`src/hw/rtl/htilr_ram.sv`:
```
`timescale 1ns / 1ps
// Generic single-write, single-read RAM with registered read data.
module htilr_ram #(
  parameter int WIDTH = 32,
  parameter int DEPTH = 64
) (
  input  logic                                       clk_i,
  input  logic                                       re_i,
  input  logic [((DEPTH > 1) ? $clog2(DEPTH) : 1)-1:0] raddr_i,
  output logic [WIDTH-1:0]                           rdata_o,
  input  logic                                       we_i,
  input  logic [((DEPTH > 1) ? $clog2(DEPTH) : 1)-1:0] waddr_i,
  input  logic [WIDTH-1:0]                           wdata_i
);

  logic [WIDTH-1:0] mem_q [DEPTH];
  logic [WIDTH-1:0] rdata_q;

  always_ff @(posedge clk_i) begin
    if (we_i) begin
      mem_q[waddr_i] <= wdata_i;
    end
    if (re_i) begin
      rdata_q <= mem_q[raddr_i];
    end
  end

  assign rdata_o = rdata_q;

endmodule

```
`config.mk`:
```
export PLATFORM = sky130hd
export DESIGN_NAME = htilr_ram
export DESIGN_NICKNAME = d
export VERILOG_FILES = /design/src/hw/rtl/htilr_ram.sv
export SDC_FILE = /design/constraint.sdc
export NUM_CORES = 2
export LEC_CHECK = 0
export ABC_AREA = 0
export BUFFER_PORTS_ARGS = -buffer_cell sky130_fd_sc_hd__buf_4
export CAP_MARGIN = 15
export CORE_ASPECT_RATIO = 1.25
export CORE_MARGIN = 2
export CORE_UTILIZATION = 58
export CTS_BUF_LIST = sky130_fd_sc_hd__clkbuf_4
export CTS_CLUSTER_DIAMETER = 50
export CTS_CLUSTER_SIZE = 20
export DETAILED_ROUTE_END_ITERATION = 12
export PLACE_DENSITY = 0.74
export SLEW_MARGIN = 0
export SYNTH_ARGS = -nofsm -noshare
export SYNTH_HDL_FRONTEND = slang
export SYNTH_SLANG_ARGS = --single-unit
```
`constraint.sdc`:
```
create_clock -name clk_i -period 5.65 [get_ports clk_i]
set_clock_uncertainty 0.2 [all_clocks]
set_input_delay 0.565 -clock clk_i [delete_from_list [all_inputs] [get_ports clk_i]]
set_output_delay 0.565 -clock clk_i [all_outputs]
set_load 0.005 [all_outputs]
```
# == Word level (Yosys, flattened, before mapping) ==
# Memories as Yosys holds them, arrays and structs flattened. A register that Yosys moved wholly into a read port is not among the register bits.
# Index checks and enable logic that the tools add are counted.
# word_totals
ramBits,2048
mem_count,1
inputBits,47
wordCells,3
ff_bits,0
# classes
mux,2
# memory_table
name,depth,word_bits,rd,rd_clocked_by_memory_dff,wr,line,source
mem_q,64,32,1,1,1,16,logic [WIDTH-1:0] mem_q [DEPTH];
# op_table
cell,count
2-to-1 mux 1 bit,2

# == Depth between registers and ports, before layout ==
# logic_depth
word_depth,2
depth_mapped,10
ltp_nobuf,5

# == Worst setup path before layout ==
# Ideal clock, no wire load.
# synth_path
path_type,input to register
from,input waddr_i[3] (netlist name)
to,memory mem_q[48][0] (enable)
setup_time_ns,0.461
stages,4
path_slack_ns,1.725
t_arrival_ns,3.264
n_path_buf,1
required_ns,4.989
path_cell_list,clkbuf_1 > nor2b_1 > nand4b_1 > nor3_1
# synth_lines
item,line,source
start: declaration,12,"input logic [((DEPTH > 1) ? $clog2(DEPTH) : 1)-1:0] waddr_i,"
end: declaration,16,
# Straight into the memory's write port.

==> impl_metrics.toml <==
[logic_synthesis]
synth_mux_area_share_pct = 16.7
ys_types = 33
seq_area_frac_synth_pct = 79.2
synth_cells = 3324
synth_area_per_cell_um2 = 23.7
synth_top_family_by_area = "multiplexers"
synth_nets = 3371
synth_xor_area_share_pct = 0
synth-adder-area-share_pct = 0
ys_warn_count = 0
synth-simple-area-share_pct = 1.26
ys_ff_latch = 2080
netlist_area_um2 = 78800
synth_compound_area_share_pct = 1.67

[outcome]
status = "finished, final reports clean"

[finish]
areaGrowthSynthToFinish_pct = 7.52
finalNetCount = 3569
nFillCells = 8696
drive_gt1_share_pct = 28.3

[sta]
finalMaxSlewViolations = 0
relSlewSlack_pct = 18.1
setup-tns-final_ns = 0
setup_violations = 0
hold_viol = 0
fmaxAchievable_mhz = 293
finalCriticalPeriod_ns = 3.41
rsz0062_at_grt = "no"
fin_crit_sh_pct = 60.4
worst_pin_slew_ns = 1.23

[worst_setup_path]
cp_max_fo = 44
r2r-start = "mem_q[45][7]"
start_kind = "input port"
cp.required_ns = 6.43
setup.worst_path.start = "raddr_i[2]"
crit_type = "input port to flip-flop"
endpoint_kind = "flip-flop"
critPathArrivalTime_ns = 4.19

[clock_tree]
tritoncts = "done"
cts_resized = 0
cts_hold_buffers = 49
h-tree-depth = 4
clk_pin_slew_ns = 0.19
cts_buffer_depth = 3
worstSkewPairLatency_ns = 1.26
post-cts-setup-buffers = 0
cts_buffers = 139
clock_sinks = 2080
clk_root_buffer_cell = "clkbuf_4"

[floorplanning]
die_w_um = 334
die_h_um = 416
die_area_um2 = 139000
rows = 151
initial_utilization_pct = 58.3
core_um2 = 135000
ios = 79

[hold_path]
hold_class = "input port to flip-flop"
min-delay-start = "waddr_i[3]"

[route]
drtAntennaViolNets = 0
vias = 37000
wl_per_cell_um = 36.2
drtPass1Iterations = 5
drc = 0
drt-total-wl_um = 194000
viasPerCell = 6.90
drtIter0Drc = 5159

[global_routing]
grt_pass1_vias = 37700
grt_pass1_wl_um = 274000
grt.overflow.total = 0
antenna_found_initial = 15
grt_usage_pct = 28.5
grt_max_degree = 82

[pwr]
power.leakage_nw = 25.7
power.density_nw_per_um2 = 301
switching_share_pct = 22.3
clkPwrFrac_pct = 26.4
power.net_switching_w = 0.00568
ir_worst_vdd_mv = 0.240
seq_power_share_pct = 67.2
power_w = 0.0255
intPower_w = 0.0198
comb_power_share_pct = 6.3

[run]
max-cap-violations = 0

[place]
port_buffers = 78
gp_congestion = 0.843
dpl.hpwl_um = 110000
-- cells by family (layout without fill, tap and decap cells) --
| family | count (synthesis) | in the layout |
|---|---|---|
| simple gates | 223 | 223 |
| flops | 2080 | 2080 |
| mux | 637 | 637 |
| other cells | 0 | 7 |
| buf+inv | 182 | 461 |
| compound gates | 202 | 202 |
-- critical path: stages --
cell and delay, ns:
dlygate4sd3_1 0.56, buf_8 0.38, buf_4 0.66, and2_1 0.51
a22oi_1 0.23, and3_1 0.26, o32ai_1 0.76, nor3_1 0.09
-- worst paths after layout --
path	to	slack, ns	cells after the start
min reg2reg	rdata_o[8]	0.66	4
max reg2reg	rdata_o[7]	2.68	5
min	mem_q[60][20]	0.17	3
max	rdata_o[20]	2.24	8
-- cell usage after synthesis --
cell / n / area [µm²]
or2_1: 1 / 6.26
o22ai_1: 84 / 526
a31oi_1: 1 / 6.26
buf_2: 57 / 285
nor2b_1: 15 / 93.8
and3_1: 4 / 25.0
nand3_1: 5 / 25.0
a41o_1: 4 / 40.0
nand3b_1: 5 / 37.5
and2_1: 2 / 12.5
clkbuf_1: 74 / 278
nor2_1: 137 / 514
edfxtp_1: 2080 / 62500
nand2_1: 26 / 97.6
or2_0: 1 / 6.26
or2_2: 1 / 6.26
buf_4: 25 / 188
nand4b_1: 1 / 8.76
a311oi_1: 8 / 70.1
mux2i_1: 93 / 931
or3b_1: 2 / 17.5
nand2b_1: 8 / 50.1
buf_6: 5 / 56.3
buf_1: 21 / 78.8
mux4_2: 544 / 12300
nor3_1: 7 / 35.0
nand4_1: 2 / 12.5
o32ai_1: 4 / 35.0
o221ai_1: 27 / 236
or3_1: 3 / 18.8
a21oi_1: 62 / 310
or3b_2: 3 / 26.3
a22oi_1: 12 / 90.1
-- state kept, by name, indices dropped and copies added, names as in the netlist --
signal,count
mem_q,2048
rdata_o,32
-- final cells by class --
cell class	instances	area, µm²	share of cell area (%)
Sequential cell	2080	62500	73.7
Antenna cell	7	17.5	0.0207
Clock buffer	153	1150	1.36
Multi-Input combinational cell	1062	16000	18.8
Timing Repair Buffer	239	2080	2.45
Tap cell	1759	2200	2.60
Clock inverter	69	896	1.06
-- power by group through the flow --
stage | registers [W] | clock network [W] | logic [W]
floorplan | 0.0175 | 0 | 0.000831
global placement | 0.0175 | 0 | 0.00155
detailed placement | 0.0175 | 0 | 0.00159
CTS | 0.0172 | 0.00684 | 0.00162
global route | 0.0172 | 0.00735 | 0.00169
finish | 0.0172 | 0.00675 | 0.00162
-- cells in the final DEF (no fill, tap or decap), drive strengths merged, types with 7 or more instances in the layout --
cell         instances
nor2b               15
nand2               26
a22oi               12
inv                 22
dlygate4sd3         49
a311oi               8
nor2               137
clkinvlp             9
diode                7
clkbuf             153
nand2b               8
o221ai              27
mux4               544
edfxtp            2080
bufinv              16
o22ai               84
buf                190
nor3                 7
a21oi               62
mux2i               93
clkinv              22
-- metrics by stage --
stage	cells	setup WS, ns	utilization (%)	hold WS, ns	area [µm²]
floorplan	3324	1.73	-	0.464	78800
global placement	5091	1.51	60.8	0.634	82200
detailed placement	5091	1.49	60.8	0.640	82200
CTS	5362	2.46	62.7	0.0100	84800
global route	5368	2.27	62.7	0.146	84800
finish	5369	2.24	62.7	0.166	84800
-- metal layers --
metal / share of wire, % / global-route usage, % / vias up
li1: - / - / 14600
met1: 35 / 38.1 / 19700
met2: 50 / 46.5 / 2338
met3: 11 / 5.37 / 378
met4: 4.8 / 12.8 / 4
met5: 0.014 / 0 / -
(Power assumes the default switching activity.)
